`src/rtl/core/ordered_list_position_engine_assert.svh`:
```
// ----------------------------------------------------------------------------
// Assertion macros for the ordered list position engine
// Shared concurrent assertion forms, clocked on clk, held off during arst_n.
// ----------------------------------------------------------------------------
`ifndef ORDERED_LIST_POSITION_ENGINE_ASSERT_SVH
`define ORDERED_LIST_POSITION_ENGINE_ASSERT_SVH

// Same-cycle implication.
`define OLPE_ASSERT_NOW(name, ante, cons, msg) \
	name: assert property (@(posedge clk) disable iff (!arst_n) (ante) |-> (cons)) \
		else $error(msg);

// Next-cycle implication.
`define OLPE_ASSERT_NEXT(name, ante, cons, msg) \
	name: assert property (@(posedge clk) disable iff (!arst_n) (ante) |=> (cons)) \
		else $error(msg);

`endif

```
`src/rtl/core/olpe_pkg.sv`:
```
// ----------------------------------------------------------------------------
// olpe_pkg
// Sizes, request and status codes and the result record of the list engine.
// ----------------------------------------------------------------------------
package olpe_pkg;

	localparam int CAPACITY = 16;
	localparam int IDX_W    = $clog2(CAPACITY);
	localparam int CNT_W    = $clog2(CAPACITY + 1);

	localparam int REQ_W  = 3;
	localparam int POS_W  = 8;
	localparam int VAL_W  = 32;
	localparam int STAT_W = 3;
	localparam int FPOS_W = 7;

	localparam logic [REQ_W-1:0] REQ_READ_ALL  = 3'd0;
	localparam logic [REQ_W-1:0] REQ_INS_FIRST = 3'd1;
	localparam logic [REQ_W-1:0] REQ_INS_LAST  = 3'd2;
	localparam logic [REQ_W-1:0] REQ_INS_AT    = 3'd3;
	localparam logic [REQ_W-1:0] REQ_DEL_FIRST = 3'd4;
	localparam logic [REQ_W-1:0] REQ_DEL_LAST  = 3'd5;
	localparam logic [REQ_W-1:0] REQ_DEL_AT    = 3'd6;
	localparam logic [REQ_W-1:0] REQ_SEARCH    = 3'd7;

	localparam logic [STAT_W-1:0] STAT_OK       = 3'd0;
	localparam logic [STAT_W-1:0] STAT_EMPTY    = 3'd1;
	localparam logic [STAT_W-1:0] STAT_INVALID  = 3'd2;
	localparam logic [STAT_W-1:0] STAT_NOTFOUND = 3'd3;
	localparam logic [STAT_W-1:0] STAT_FULL     = 3'd4;

	typedef struct packed {
		logic [STAT_W-1:0]       status;
		logic signed [VAL_W-1:0] value;
		logic [FPOS_W-1:0]       fpos;
		logic                    last;
	} res_t;

endpackage

```
`src/rtl/core/olpe_core.sv`:
```
// ----------------------------------------------------------------------------
// olpe_core
// Request sequencer around the element memory: decodes a request, walks the
// memory with at most one read or one write per cycle, and hands out result records.
// ----------------------------------------------------------------------------
module olpe_core (
	input  logic                                 clk,
	input  logic                                 arst_n,
	input  logic                                 req_valid,
	input  logic [olpe_pkg::REQ_W-1:0]           req_type,
	input  logic [olpe_pkg::POS_W-1:0]           req_position,
	input  logic signed [olpe_pkg::VAL_W-1:0]    req_value,
	output logic                                 idle,
	input  logic                                 res_free,
	output logic                                 res_valid,
	output olpe_pkg::res_t                       res
);

	localparam int IDX_W = olpe_pkg::IDX_W;
	localparam int CNT_W = olpe_pkg::CNT_W;
	localparam int POS_W = olpe_pkg::POS_W;
	localparam int CMP_W = POS_W + 1;

	localparam logic [3:0] S_IDLE    = 4'd0;
	localparam logic [3:0] S_EMIT    = 4'd1;
	localparam logic [3:0] S_RA_RD   = 4'd2;
	localparam logic [3:0] S_RA_OUT  = 4'd3;
	localparam logic [3:0] S_INS_CHK = 4'd4;
	localparam logic [3:0] S_INS_WR  = 4'd5;
	localparam logic [3:0] S_DEL_RD  = 4'd6;
	localparam logic [3:0] S_DEL_CAP = 4'd7;
	localparam logic [3:0] S_DEL_CHK = 4'd8;
	localparam logic [3:0] S_DEL_WR  = 4'd9;
	localparam logic [3:0] S_SR_RD   = 4'd10;
	localparam logic [3:0] S_SR_CMP  = 4'd11;

	function automatic olpe_pkg::res_t status_res(input logic [olpe_pkg::STAT_W-1:0] st);
		olpe_pkg::res_t r;
		r.status = st;
		r.value  = '0;
		r.fpos   = '0;
		r.last   = 1'b1;
		return r;
	endfunction

	logic [3:0]                         state_q, state_d;
	logic [CNT_W-1:0]                   count_q, count_d;
	logic [IDX_W-1:0]                   ptr_q, ptr_d;
	logic [IDX_W-1:0]                   idx_q, idx_d;
	logic signed [olpe_pkg::VAL_W-1:0]  val_q, val_d;
	olpe_pkg::res_t                     res_q, res_d;

	logic signed [olpe_pkg::VAL_W-1:0]  mem_q [olpe_pkg::CAPACITY];
	logic signed [olpe_pkg::VAL_W-1:0]  rd_q;
	logic                               mem_re, mem_we;
	logic [IDX_W-1:0]                   mem_raddr, mem_waddr;
	logic signed [olpe_pkg::VAL_W-1:0]  mem_wdata;

	logic [CNT_W-1:0] ptr_plus;
	logic [CNT_W-1:0] cnt_m1;
	logic [POS_W-1:0] pos_m1;
	logic [CMP_W-1:0] pos_ext, cnt_ext;
	logic             empty, full, del_done;
	logic             pos_bad_ins, pos_bad_del;

	assign ptr_plus    = CNT_W'(ptr_q) + CNT_W'(1);
	assign cnt_m1      = count_q - CNT_W'(1);
	assign pos_m1      = req_position - POS_W'(1);
	assign pos_ext     = CMP_W'(req_position);
	assign cnt_ext     = CMP_W'(count_q);
	assign empty       = (count_q == '0);
	assign full        = (count_q == CNT_W'(olpe_pkg::CAPACITY));
	assign del_done    = (ptr_plus == count_q);
	assign pos_bad_ins = (req_position == '0) || (pos_ext > cnt_ext + CMP_W'(1));
	assign pos_bad_del = (req_position == '0) || (pos_ext > cnt_ext);

	assign idle      = (state_q == S_IDLE);
	assign res_valid = (state_q == S_EMIT) || (state_q == S_RA_OUT);

	always_comb begin
		res = res_q;
		if (state_q == S_RA_OUT) begin
			res.status = olpe_pkg::STAT_OK;
			res.value  = rd_q;
			res.fpos   = '0;
			res.last   = (ptr_plus == count_q);
		end
	end

	// memory port control
	always_comb begin
		mem_re    = 1'b0;
		mem_raddr = ptr_q;
		mem_we    = 1'b0;
		mem_waddr = ptr_q;
		mem_wdata = rd_q;
		case (state_q)
			S_RA_RD, S_DEL_RD, S_SR_RD: begin
				mem_re = 1'b1;
			end
			S_INS_CHK: begin
				if (ptr_q != idx_q) begin
					mem_re    = 1'b1;
					mem_raddr = ptr_q - 1'b1;
				end else begin
					mem_we    = 1'b1;
					mem_waddr = idx_q;
					mem_wdata = val_q;
				end
			end
			S_INS_WR, S_DEL_WR: begin
				mem_we = 1'b1;
			end
			S_DEL_CHK: begin
				if (!del_done) begin
					mem_re    = 1'b1;
					mem_raddr = ptr_plus[IDX_W-1:0];
				end
			end
			default: begin
			end
		endcase
	end

	always_ff @(posedge clk) begin
		if (mem_we) begin
			mem_q[mem_waddr] <= mem_wdata;
		end
		if (mem_re) begin
			rd_q <= mem_q[mem_raddr];
		end
	end

	// sequencer
	always_comb begin
		state_d = state_q;
		count_d = count_q;
		ptr_d   = ptr_q;
		idx_d   = idx_q;
		val_d   = val_q;
		res_d   = res_q;
		case (state_q)
			S_IDLE: begin
				if (req_valid) begin
					val_d = req_value;
					case (req_type)
						olpe_pkg::REQ_READ_ALL: begin
							if (empty) begin
								res_d   = status_res(olpe_pkg::STAT_EMPTY);
								state_d = S_EMIT;
							end else begin
								ptr_d   = '0;
								state_d = S_RA_RD;
							end
						end
						olpe_pkg::REQ_INS_FIRST, olpe_pkg::REQ_INS_LAST,
						olpe_pkg::REQ_INS_AT: begin
							if (req_type == olpe_pkg::REQ_INS_AT && pos_bad_ins) begin
								res_d   = status_res(olpe_pkg::STAT_INVALID);
								state_d = S_EMIT;
							end else if (full) begin
								res_d   = status_res(olpe_pkg::STAT_FULL);
								state_d = S_EMIT;
							end else begin
								ptr_d   = count_q[IDX_W-1:0];
								state_d = S_INS_CHK;
								case (req_type)
									olpe_pkg::REQ_INS_FIRST: idx_d = '0;
									olpe_pkg::REQ_INS_LAST:  idx_d = count_q[IDX_W-1:0];
									default:                 idx_d = pos_m1[IDX_W-1:0];
								endcase
							end
						end
						olpe_pkg::REQ_DEL_FIRST, olpe_pkg::REQ_DEL_LAST,
						olpe_pkg::REQ_DEL_AT: begin
							if (empty) begin
								res_d   = status_res(olpe_pkg::STAT_EMPTY);
								state_d = S_EMIT;
							end else if (req_type == olpe_pkg::REQ_DEL_AT && pos_bad_del) begin
								res_d   = status_res(olpe_pkg::STAT_INVALID);
								state_d = S_EMIT;
							end else begin
								state_d = S_DEL_RD;
								case (req_type)
									olpe_pkg::REQ_DEL_FIRST: ptr_d = '0;
									olpe_pkg::REQ_DEL_LAST:  ptr_d = cnt_m1[IDX_W-1:0];
									default:                 ptr_d = pos_m1[IDX_W-1:0];
								endcase
							end
						end
						olpe_pkg::REQ_SEARCH: begin
							if (empty) begin
								res_d   = status_res(olpe_pkg::STAT_EMPTY);
								state_d = S_EMIT;
							end else begin
								ptr_d   = '0;
								state_d = S_SR_RD;
							end
						end
						default: begin
						end
					endcase
				end
			end
			S_EMIT: begin
				if (res_free) begin
					state_d = S_IDLE;
				end
			end
			S_RA_RD: begin
				state_d = S_RA_OUT;
			end
			S_RA_OUT: begin
				if (res_free) begin
					if (ptr_plus == count_q) begin
						state_d = S_IDLE;
					end else begin
						ptr_d   = ptr_q + 1'b1;
						state_d = S_RA_RD;
					end
				end
			end
			S_INS_CHK: begin
				if (ptr_q == idx_q) begin
					count_d = count_q + 1'b1;
					res_d   = status_res(olpe_pkg::STAT_OK);
					state_d = S_EMIT;
				end else begin
					state_d = S_INS_WR;
				end
			end
			S_INS_WR: begin
				ptr_d   = ptr_q - 1'b1;
				state_d = S_INS_CHK;
			end
			S_DEL_RD: begin
				state_d = S_DEL_CAP;
			end
			S_DEL_CAP: begin
				res_d       = status_res(olpe_pkg::STAT_OK);
				res_d.value = rd_q;
				state_d     = S_DEL_CHK;
			end
			S_DEL_CHK: begin
				if (del_done) begin
					count_d = cnt_m1;
					state_d = S_EMIT;
				end else begin
					state_d = S_DEL_WR;
				end
			end
			S_DEL_WR: begin
				ptr_d   = ptr_q + 1'b1;
				state_d = S_DEL_CHK;
			end
			S_SR_RD: begin
				state_d = S_SR_CMP;
			end
			S_SR_CMP: begin
				if (rd_q == val_q) begin
					res_d      = status_res(olpe_pkg::STAT_OK);
					res_d.fpos = olpe_pkg::FPOS_W'(ptr_plus);
					state_d    = S_EMIT;
				end else if (ptr_plus == count_q) begin
					res_d   = status_res(olpe_pkg::STAT_NOTFOUND);
					state_d = S_EMIT;
				end else begin
					ptr_d   = ptr_q + 1'b1;
					state_d = S_SR_RD;
				end
			end
			default: begin
				state_d = S_IDLE;
			end
		endcase
	end

	always_ff @(posedge clk or negedge arst_n) begin
		if (!arst_n) begin
			state_q <= S_IDLE;
			count_q <= '0;
		end else begin
			state_q <= state_d;
			count_q <= count_d;
		end
	end

	always_ff @(posedge clk) begin
		ptr_q <= ptr_d;
		idx_q <= idx_d;
		val_q <= val_d;
		res_q <= res_d;
	end

`include "ordered_list_position_engine_assert.svh"

	`OLPE_ASSERT_NOW(a_count_bound, 1'b1, count_q <= CNT_W'(olpe_pkg::CAPACITY), "count above capacity")
	`OLPE_ASSERT_NOW(a_read_in_list, mem_re, CNT_W'(mem_raddr) < count_q, "memory read beyond list")
	`OLPE_ASSERT_NOW(a_one_port_op, 1'b1, !(mem_re && mem_we), "read and write in one cycle")
	`OLPE_ASSERT_NEXT(a_ins_count, (state_q == S_INS_CHK) && (ptr_q == idx_q), count_q == $past(count_q) + 1'b1, "insert did not grow list")
	`OLPE_ASSERT_NOW(a_req_idle, req_valid, state_q == S_IDLE, "request taken while busy")

endmodule

```
`src/rtl/core/ordered_list_position_engine.sv`:
```
// ----------------------------------------------------------------------------
// ordered_list_position_engine
// Ordered list of signed 32-bit values with positional insert, delete,
// search and read-all requests, kept in a single-port memory.
// ----------------------------------------------------------------------------
// The engine takes one request at a time: in_stall is high from the edge a
// request is accepted until its last result has left the sequencer for the
// output register, so a new request can enter while a finished result still
// waits on out_stall. All work goes through one element memory that does
// either one read or one write per cycle, with a registered read port, and
// that port sets the cost. Error results and insert into a full list are
// answered from the request decode without touching the memory. Read-all
// reads each element in turn and hands it out; search reads and compares
// elements up to the hit, all n on a miss, with n the list count; an insert
// moves the elements from its slot to the tail up by one, starting at the
// tail, and then writes the new value; a delete reads and captures its
// element and then moves the ones above it down. The worst case is a delete
// at the head of a full list. Status codes: ok, list empty, invalid position,
// not found, list full. Every request ends with one result carrying last;
// read-all gives one result per element. No memory clearing pass is needed
// after reset: only entries below the count are ever read.
// ----------------------------------------------------------------------------
module ordered_list_position_engine (
	input  logic                               clk,
	input  logic                               arst_n,
	// request channel
	input  logic                               in_valid,
	output logic                               in_stall,
	input  logic [olpe_pkg::REQ_W-1:0]         req_type,
	input  logic [olpe_pkg::POS_W-1:0]         position,
	input  logic signed [olpe_pkg::VAL_W-1:0]  value,
	// result channel
	output logic                               out_valid,
	input  logic                               out_stall,
	output logic [olpe_pkg::STAT_W-1:0]        status,
	output logic signed [olpe_pkg::VAL_W-1:0]  value_out,
	output logic [olpe_pkg::FPOS_W-1:0]        found_position,
	output logic                               last
);

	logic           core_idle;
	logic           req_accept;
	logic           res_valid;
	logic           res_free;
	olpe_pkg::res_t res;

	logic           out_valid_q;
	olpe_pkg::res_t out_res_q;

	// a request is taken only while the sequencer sits idle
	assign in_stall   = !core_idle;
	assign req_accept = in_valid && !in_stall;

	// output register is free when empty or being drained this cycle
	assign res_free = !out_valid_q || !out_stall;

	olpe_core u_core (
		.clk          (clk),
		.arst_n       (arst_n),
		.req_valid    (req_accept),
		.req_type     (req_type),
		.req_position (position),
		.req_value    (value),
		.idle         (core_idle),
		.res_free     (res_free),
		.res_valid    (res_valid),
		.res          (res)
	);

	always_ff @(posedge clk or negedge arst_n) begin
		if (!arst_n) begin
			out_valid_q <= 1'b0;
		end else if (res_free) begin
			out_valid_q <= res_valid;
		end
	end

	always_ff @(posedge clk) begin
		if (res_free && res_valid) begin
			out_res_q <= res;
		end
	end

	assign out_valid      = out_valid_q;
	assign status         = out_res_q.status;
	assign value_out      = out_res_q.value;
	assign found_position = out_res_q.fpos;
	assign last           = out_res_q.last;

endmodule

```
`config.mk`:
```
export PLATFORM = sky130hd
export DESIGN_NAME = ordered_list_position_engine
export DESIGN_NICKNAME = d
export VERILOG_FILES = /design/src/rtl/core/olpe_pkg.sv /design/src/rtl/core/olpe_core.sv /design/src/rtl/core/ordered_list_position_engine.sv
export VERILOG_INCLUDE_DIRS = /design/src /design/src/rtl/core
export SDC_FILE = /design/constraint.sdc
export NUM_CORES = 1
export LEC_CHECK = 0
export ABC_AREA = 1
export BUFFER_PORTS_ARGS = -buffer_cell sky130_fd_sc_hd__buf_2
export CAP_MARGIN = 15
export CORE_MARGIN = 3
export CORE_UTILIZATION = 48
export CTS_CLUSTER_DIAMETER = 120
export CTS_CLUSTER_SIZE = 16
export DETAILED_ROUTE_END_ITERATION = 10
export GPL_TIMING_DRIVEN = 0
export PLACE_DENSITY = 0.71
export SLEW_MARGIN = 20
export SYNTH_ARGS = -nofsm -noshare
export SYNTH_HDL_FRONTEND = slang
export SYNTH_SLANG_ARGS = --single-unit
```
`constraint.sdc`:
```
create_clock -name clk -period 5.3 [get_ports clk]
set_input_delay 1.06 -clock clk [delete_from_list [all_inputs] [get_ports clk]]
set_output_delay 1.06 -clock clk [all_outputs]
set_load 0.01 [all_outputs]
```
[Yosys cells after proc, flatten, opt, wreduce, memory -nomap -nowiden]
Memory sizes are Yosys's and may differ from the RTL's. A register that Yosys moved wholly into a read port is not among the register bits.
Index checks and enable logic that the tools add are counted.
Storage, ports and cells
  latch bits: 0
  memory bits (writable): 512
  flip-flop bits (word level): 136
  memories kept: 1
  input bits: 47
  logic and storage cells: 152
  output and inout bits: 45
  bits in read-only memories: 0
Cells by class
  eq/ne operators: 38
  divide/modulo/power cells: 0
  magnitude comparators: 2
  reduce and logical (&&, ||, !) cells: 30
  muxes and demuxes: 58
  bitwise logic cells: 2
  $add $sub $neg: 7
  $mul: 0
  shifts and indexed selects: 0
Memory list
  u_core.mem_q: words 16, bits a word 32, read ports 1, clocked after Yosys merged registers in 1, write ports 1, RTL line olpe_core.sv:53  | logic signed [olpe_pkg::VAL_W-1:0] mem_q [olpe_pkg::CAPACITY];
Operator list (number)
  two-way mux 43 bit: 9
  case mux 43 bit (4 select lines): 1
  case mux 43 bit (3 select lines): 1
  two-way mux 4 bit: 22
  two-way mux 32 bit: 2
  case mux 4 bit (11 select lines): 1
  two-way mux 40 bit: 1
  == test 32 bit: 1
  case mux 4 bit (2 select lines): 3
  case mux 4 bit (5 select lines): 1
  == test 4 x 3 -> 1 bit (second input constant): 4
  == test 4 bit (second input constant): 4
  case mux 4 bit (4 select lines): 1
  inequality test 3 bit (second input constant): 5
  == test 3 bit (second input constant): 4
  case mux 4 bit (3 select lines): 1
  two-way mux 5 bit: 2
  case mux 5 bit (2 select lines): 1
  two-way mux 3 bit: 3
  AND reduction 9 bit: 1
  OR reduction 3 bit: 3
  == test 4 x 2 -> 1 bit (second input constant): 2
  > comparator 8 x 5 -> 1 bit: 1
  > comparator 8 x 6 -> 1 bit: 1
  other kinds (38): 62

[Depth between registers and ports, before layout]
Gate-level depths: netlist of the first run.
  depth in word-level cells: 8
  gate-level depth with buffers: 21
  mapped depth without buffers: 18

[By module]
Synthesis of the first run repeated with hierarchy kept, for this count alone.
Second synthesis, totals
  cell total of the unflattened synthesis: 2849
  area, all modules: 30045.1 um^2
By module, submodules not included
  olpe_core: instances 1, cells each 2798, area each 28701.3 um^2, sequential area each 18963.2 um^2
  ordered_list_position_engine: instances 1, cells each 51, area each 1343.8 um^2, sequential area each 1316.3 um^2

[Worst setup path before layout of the first run]
No wires, ideal clock.
  kind: input to register
  from: input in_valid
  to: register u_core.res_q[10] (netlist bit), enable pin
  stages on the path: 4
  buffers on the path: 0
  data arrival time: 4844 ps
  path slack: 5 ps
  library setup time: 451 ps
  required time: 4849 ps
  cell sequence: inv_1 nor2_1 o21ai_0 a21oi_1
Between the ends
  longest elaborated chain between the ends: 3
RTL lines
  start: declaration: RTL line ordered_list_position_engine.sv:27  | input logic in_valid,
  logical AND 1 bit: RTL line ordered_list_position_engine.sv:52  | assign req_accept = in_valid && !in_stall;
  inequality test 2 x 1 -> 1 bit (no source line)
  AND reduction 7 bit (no source line)
  end signal: assignment: RTL line olpe_core.sv:292  | res_q <= res_d;
  end: declaration: RTL line olpe_core.sv:51  | olpe_pkg::res_t res_q, res_d;
No other way between the ends.
A chain may end at the register's enable or synchronous reset.

[Worst setup path after layout of the first run]
  from: register u_core.ptr_q[0]
  to: register u_core.rd_q[24] (netlist bit) (read register of u_core.mem_q) (data pin)
Between the ends
  longest elaborated chain between the ends: 4
  elaborated cells between the ends (all ways): 10
  those cells by class: add/sub (2); eq/ne (2); mux (6)
RTL lines
  start: declaration: RTL line olpe_core.sv:48  | logic [IDX_W-1:0] ptr_q, ptr_d;
  start signal: assignment: RTL line olpe_core.sv:289  | ptr_q <= ptr_d;
  adder 4 x 1 -> 5 bit: RTL line olpe_core.sv:66  | assign ptr_plus = CNT_W'(ptr_q) + CNT_W'(1);
  == test 5 bit: RTL line olpe_core.sv:73  | assign del_done = (ptr_plus == count_q);
  two-way mux 1 bit / two-way mux 4 bit (equally long branches): RTL line olpe_core.sv:115  | if (!del_done) begin
  case mux 1 bit (3 select lines) / case mux 4 bit (2 select lines) (equally long branches): RTL line olpe_core.sv:97  | case (state_q)
  end: declaration: RTL line olpe_core.sv:54  | logic signed [olpe_pkg::VAL_W-1:0] rd_q;
Several ways; a longest one is shown, not always the timed one.

==> results.txt, run 1 <==
For this run, the slowest stage of the critical path takes 0.63 ns. At the end of routability-driven placement, the weighted congestion stood at 0.884. The synthesized netlist occupies a cell area of 0.0301 mm^2. The routed layout has 21400 vias. Sum of buffers and inverters on the critical path: 6.

For this design, the CTS-stage hold fixing added 0 buffers. The peak fanout along the critical path is 10, and the depth of the worst register-to-register path is 18. The run gives 32 as the largest net degree at the start of global routing. The cell family contributing the most delay on the critical path was buffers and inverters. The number of buffers created by CTS was 48.

The design draws 22200 uW. The tools report the startpoint type of the worst setup path as a register. After detailed placement, the total cell area comes to 0.0325 mm^2.

The most numerous cell type found on the critical path is sky130_fd_sc_hd__nand2_1. The run gives 0 as the DRC violation count after routing. After clock tree synthesis, the clock-pin slew on the worst setup and hold paths is 0.08 ns. The tools report the global routing usage summed across all routing layers as 0.240. In this run the power density over the cells is 657 mW/mm^2.

The number of register bits inferred by synthesis was 675; the share of the synthesized netlist area taken by xor and xnor gates was 0.00494. The tools report the standard cell core area as 0.0619 mm^2. The post-synthesis cell count is 2884, and the effective utilization at floorplan is 0.486. The number of unique standard cell types used by synthesis was 40; the transition time at the pin with the least slew margin was 0.854 ns. In this run the register-to-register setup slack is 1.33 ns. Register share of total power: 0.353. Startpoint of the lowest-slack register-to-register path: u_core.ptr_q[0].

0 antenna diodes ended up in the layout. The via count of the first global-routing pass is 20500, and the post-detailed-route via-to-cell ratio is 5.44. The share of flip-flops with an asynchronous set or reset is 0.0148, and the number of synthesized flops with an enable pin is 665.

For this run, the leading register cell type out of synthesis is sky130_fd_sc_hd__edfxtp_1. The flow ran to the end, and the final reports show no timing, DRC or antenna violations. Share of total power consumed by net switching: 0.446. The number of H-tree levels is 2, and the first-pass GRT wire length is 120000 um.

The die is 257 um tall. The residual antenna-violating net count after detailed routing was 0; the overall die width was 257 um. For the buffers inserted during post-CTS setup optimization, the log shows 0. The worst register-to-register path ends at u_core.rd_q[24]. The internal power contribution was 12300 uW; the remaining global-route overflow was 0. During placement, the flow inserted port buffers numbering 89. The required time at the worst-slack endpoint is 5.64 ns. Gates resized during post-CTS repair numbered 0.

The post-synthesis area per instance is 10.4 um^2, and the number of antenna violations at the first check in global routing is 0. For this run, the number of Yosys warnings is 0. The clock period minus worst slack came out at 3.97 ns. The tool flagged a number of max-cap violations equal to 0.

The tools report the routed wire length as 79600 um. The final hold slack came out at 0.317 ns. The layout-stage area growth over the synthesis result is 12.2%, and the tightest slew margin relative to the limit is 0.431. The share of total power in combinational logic is 0.495. The fraction of synthesized area in multiplexers was 0; the number of violations reported at the end of detailed-routing iteration 0 was 2414. The utilization after layout is 0.546, and the total I/O pin count is 92. The share of final-layout standard cells stronger than drive strength 1 works out to 0.126. Largest family of logic cells by synthesized area: simple AND/OR/NAND/NOR gates. Clock tree synthesis selected as its root buffer the cell sky130_fd_sc_hd__clkbuf_16. Maximum count of clock buffers along a single path: 3.

The critical path is of the register to register type. With fillers left out, the area of the finished cells amounts to 0.0338 mm^2. At the end of the flow, the number of nets in the layout was 3144. TritonCTS built the clock tree. The tools report the leakage power total as 0.0141 uW. Fraction of the mapped netlist area in compound gates: 0.0210. At the later pin of the worst-skew pair, clock insertion delay measures 0.63 ns. STA classifies the critical path endpoint as a register. The total iterations of the first detailed-routing run was 8. The worst setup slack before clock tree synthesis is 1.49 ns, and the maximum VDD drop is 0.366 mV. The tools report the total die area as 0.0658 mm^2. For this design, the sink count on the clock tree is 675.

The tools report the arrival time at the worst endpoint as 4.31 ns. Walking the worst path, the cells encountered are buf_4 -> inv_2 -> ha_1 -> inv_1 -> nand2_1 -> nand2_1 -> nor2_1 -> nand2_1 -> nor2_2 -> nand2_2 -> nand2_4 -> nand2_1 -> inv_1 -> a21oi_2 -> inv_1 -> buf_1 -> nand3_1 -> nand2_1. The tools report the number of pins with negative max-slew slack in the final report as 0. Setup violations remaining at the end of the flow were counted as 0.

Detailed placement ended at an HPWL of 56400 um. The worst path meets setup with 1.33 ns of slack. The synthesized-area fraction occupied by adder cells was 0.00706; the simple logic cell fraction of the synthesized area was 0.218. Setup repair after global routing left no endpoint under its margin. For the clock group share of total power, the log shows 0.152. The proportion of synthesized chip area in sequential cells was 0.671; the switching power summed over all nets was 9900 uW. In the final routed layout, each cell accounts on average for 20.3 um.

The setup clock skew after layout was 0.0303 ns. Timing would allow up to 252 MHz. The initialized floorplan defines 91 standard-cell rows. Final critical-path share of the clock period: 0.750.

In this run the number of cells on the critical path is 18. The tools report the total count of hold-check failures in the final report as 0. The path class of the tightest hold or removal check is input pin to async pin. The slowest stage of the critical path is the sky130_fd_sc_hd__a21oi_2 cell.
how the worst max path moves through the flow:
stage,start,endpoint,slack [ns]
CTS,u_core.ptr_q[0],u_core.rd_q[24],1.45
floorplan,in_valid,u_core.res_q[10],0.005
global route,u_core.ptr_q[0],u_core.rd_q[24],1.16
global placement,u_core.state_q[2],u_core.res_q[32],-2.53
detailed placement,u_core.ptr_q[0],u_core.rd_q[24],1.49
finish,u_core.ptr_q[0],u_core.rd_q[24],1.33
routing by layer:
layer	up-vias	GRT usage	wire, um
li1	10000	-	-
met1	10000	0.325	31800
met2	1090	0.385	36500
met3	196	0.0422	8060
met4	0	0.0991	3290
met5	-	0	0
sequential cells by signal, summed over array words and instances (netlist names):
name	flops
found_position	5
u_core.ptr_q	4
last	1
u_core.count_q	5
out_valid	1
status	3
u_core.res_q	40
u_core.state_q	4
value_out	32
u_core.idx_q	4
u_core.mem_q	512
u_core.rd_q	32
u_core.val_q	32
cells by family (layout without fill, tap and decap cells):
kind of cell	Yosys count	in the layout
fa+ha+maj	17	17
xor+xnor	17	17
simple gates	1513	1513
other cells	1	2
buf+inv	543	747
flops	675	675
compound gates	118	118
power by group through the flow:
| stage | Clock (uW) | Combinational (uW) | Sequential (uW) |
|---|---|---|---|
| 2_1_floorplan | 0 | 6660 | 7990 |
| 3_3_place_gp | 0 | 10200 | 8050 |
| 3_5_place_dp | 0 | 10700 | 7940 |
| 4_1_cts | 3410 | 10800 | 7830 |
| 5_1_grt | 3610 | 12000 | 7900 |
| 6_report | 3380 | 11000 | 7830 |
cell type report:
| class | instances | area (um^2) |
|---|---|---|
| Fill cell | 5197 | 28100 |
| Sequential cell | 675 | 20200 |
| Multi-Input combinational cell | 1667 | 7780 |
| Inverter | 387 | 1460 |
| Clock buffer | 56 | 1230 |
| Timing Repair Buffer | 145 | 1150 |
| Tap cell | 837 | 1050 |
| Buffer | 156 | 885 |
| Clock inverter | 3 | 41.3 |
stage by stage:
stage / cells / TNS (ns)
4_1_cts: 3926 / 0
2_1_floorplan: 2885 / 0
5_1_grt: 3926 / 0
3_5_place_dp: 3867 / 0
6_report: 3926 / 0
3_3_place_gp: 3811 / -380.29
cell usage in the layout, fill, tap and decap left out, types with 17 or more instances in the layout:
cell type,n
sky130_fd_sc_hd__clkbuf_1,27
sky130_fd_sc_hd__nand2_1,745
sky130_fd_sc_hd__clkbuf_16,48
sky130_fd_sc_hd__nand4_1,22
sky130_fd_sc_hd__buf_4,54
sky130_fd_sc_hd__o21ai_0,58
sky130_fd_sc_hd__buf_6,22
sky130_fd_sc_hd__buf_2,184
sky130_fd_sc_hd__nor2_1,97
sky130_fd_sc_hd__inv_1,375
sky130_fd_sc_hd__ha_1,17
sky130_fd_sc_hd__edfxtp_1,665
sky130_fd_sc_hd__nand3_1,602
synth_stat cells (all sizes together), types with 5 or more instances:
cell type | n | area, um^2
nand2 | 753 | 2850
edfxtp | 665 | 20000
nand3 | 604 | 3040
inv | 386 | 1450
buf | 135 | 798
nor2 | 111 | 427
o21ai | 86 | 430
nand4 | 22 | 138
clkbuf | 21 | 86.3
nor3 | 21 | 105
ha | 17 | 213
a21oi | 15 | 78.8
xor2 | 14 | 123
dfrtp | 10 | 250
o22ai | 5 | 31.3
No activity file was read; power rests on OpenSTA's default activity.
==> inputs of run 2 (changes only) <==
PLACE_DENSITY = 0.68   (was 0.71)
clock period = 3.84 ns   (was 5.3 ns; I/O delays follow)
==> run 2 against run 1 <==
Via count about the same. Non-clock buffer count fell by 3. Critical path depth shrank 8. Sequential cell count unchanged. Largest cell class unchanged. Largest power group unchanged.
==> results.txt, run 2 (synthesis results as in run 1) <==
The run finished with clean final reports. For the count of placed standard cells in the final layout, fillers left out, the log shows 3923. The tools report the capturing element type of the critical path as a register. The top cell types in the final layout, fill and taps aside, are sky130_fd_sc_hd__nand2_1, sky130_fd_sc_hd__edfxtp_1, sky130_fd_sc_hd__nand3_1. The global routing usage summed across all routing layers is 0.237. Counting along the longest clock path gives a buffer depth of 3. The tools report the first-pass GRT wire length as 119000 um. In this run the critical register-to-register path is launched from u_core.state_q[0]. In this run the standard cell core region covers 0.0619 mm^2. The run gives 57600 um as the post-DP HPWL. Relative to the synthesized area, the layout overhead comes to 12.3%.

Clock tree synthesis selected as its root buffer the cell sky130_fd_sc_hd__clkbuf_16. The congestion estimate from routability-driven global placement came to 0.896. In this run the worst hold path is classified as input pin to async pin.

Across the run, the number of max-cap violations was 0. First element of the critical path: u_core.state_q[0]. For this design the static power due to leakage is 0.0141 uW.

At the pin with the least slew margin, the transition time is 0.929 ns. The logs give 0 for the DRC violation count after routing and 269 MHz for the maximum clock rate. Ranked by flip-flop count, first place goes to u_core.mem_q. The net count of the finished layout is 3141.

The via count of the first global-routing pass came out at 20500. For the utilization after layout, the log shows 0.546. The largest registers in the layout are u_core.mem_q: 512 flops, u_core.res_q: 40 flops. Hold is met by 0.0290 ns.

Wires add up to 79400 um. The die is 257 um tall. The largest net degree at the start of global routing was 33; the overall die width was 257 um.

The initialized floorplan defines 91 standard-cell rows. The die covers 0.0658 mm^2. 0 antenna diodes ended up in the layout. The tightest slew margin relative to the limit was 0.381.

The library cell used most frequently in the layout, excluding fill and tap cells, is sky130_fd_sc_hd__nand2_1. The clock period minus worst slack was 3.71 ns. Clock-pin slew was measured on the worst setup and hold paths at 0.08 ns. The global routing stage identified its most utilized layer as met2. The tools report the effective utilization at floorplan as 0.486. The per-cell routed wire length is 20.2 um, and the number of sinks handled by clock tree synthesis is 675.

The number of antenna violations at the first check in global routing came out at 2. The arrival time at the worst endpoint is 4.01 ns, and the power density over the cells is 907 mW/mm^2. The cell count after placement came out at 3861. The logs give 0 for the setup violation total in the final timing report and 0.536 mV for the maximum VDD drop. The port buffer count was 89. The number of H-tree levels is 2, and the final critical-path share of the clock period is 0.967.

The register with the most flip-flops in the layout has 512 of them. For the met1 layer usage reported by global route, the log shows 0.332. The total count of hold-check failures in the final report came out at 0. The critical path is of the register to register type.

The peak fanout along the critical path was 10. The number of violations reported at the end of detailed-routing iteration 0 is 2671. The clock reaches the later pin of the worst-skew pair after 0.61 ns. The number of pins with negative max-slew slack in the final report was 0; the total iterations of the first detailed-routing run was 6. The post-detailed-route via-to-cell ratio was 5.44; the remaining global-route overflow was 0. On the final layout, the worst clock skew is 0.0418 ns. TritonCTS built the clock tree.

The routing usage on met2 is 0.385, and the number of vias in the routed layout is 21400. Buffers inserted to repair hold after CTS numbered 0. The run gives 48 as the number of buffers created by CTS. Share of final-layout standard cells stronger than drive strength 1: 0.125.

Residual antenna-violating net count after detailed routing: 0. For the final worst-path setup slack, the log shows 0.127 ns. Startpoint type of the worst setup path: a register.

Pin placement for this block handled 92 I/O pins. The logs give 0.0356 for the fraction of met3 tracks used by global routing and -0.0225 ns for the worst setup slack before clock tree synthesis. The run gives 4.13 ns as the required time at the worst-slack endpoint.
[run 2: cell count changes in the layout (fill, tap and decap cells not counted), sizes merged]
cell    before  now
inv        387  386
buf        280  277
clkbuf      77   79
clkinv       3    2
[run 2: routing by layer]
layer	vias to the layer above	routed length [um]
li1	10000	-
met1	10200	32800
met2	1012	37000
met3	148	7380
met4	0	2150
met5	-	0
[run 2: worst max-delay path: stages (launching register included)]
cell and delay [ns]:
sky130_fd_sc_hd__dfrtp_1 0.46, sky130_fd_sc_hd__inv_2 0.08, sky130_fd_sc_hd__nand2_1 0.13, sky130_fd_sc_hd__nor2_1 0.27
sky130_fd_sc_hd__nand2_1 0.30, sky130_fd_sc_hd__clkbuf_1 0.49, sky130_fd_sc_hd__nand2_1 0.33, sky130_fd_sc_hd__inv_1 0.23
sky130_fd_sc_hd__nor3_2 0.63, sky130_fd_sc_hd__buf_6 0.25, sky130_fd_sc_hd__buf_4 0.22
[run 2: layout make-up]
| cell class | instances | area (um^2) |
|---|---|---|
| repair buffers | 142 | 1130 |
| flip-flops and latches | 675 | 20200 |
| clock inverters | 1 | 16.3 |
| well taps | 837 | 1050 |
| inverters | 387 | 1460 |
| clock buffers | 58 | 1260 |
| plain buffers | 156 | 885 |
| multi-input cells | 1667 | 7810 |
| fillers | 5159 | 28100 |
[run 2: power breakdown]
| part | switching (uW) | internal [uW] |
|---|---|---|
| Clock | 2360 | 2290 |
| Sequential | 398 | 10400 |
| Combinational | 10900 | 4340 |
| Total | 13600 | 17100 |
[run 2: worst paths after layout]
path	cells past startpoint	slack [ns]	endpoint
worst max register to register	10	0.13	u_core.mem_q[6][26]
min in group clk	1	0.34	u_core.val_q[5]
max in group asynchronous	1	3.59	out_valid
worst min-delay path	1	0.03	u_core.count_q[2]
worst max-delay path	10	0.13	u_core.mem_q[6][26]
worst min register to register	2	0.52	out_valid
[run 2: stage by stage]
step / power (uW) / setup TNS [ns] / cell area (um^2)
finish: 30700 / 0 / 33800
global route: 32400 / -0.00122 / 33800
CTS: 30400 / 0 / 33800
detailed placement: 25800 / -0.0225 / 32500
global placement: 25000 / -910.45 / 31600
floorplan: 20200 / -30.10 / 30100
[run 2: timing repair]
item	in CTS	in global routing
gates resized for setup	1	2
endpoints found under the setup margin	3	39
buffers inserted	0	3
pin swaps	0	1
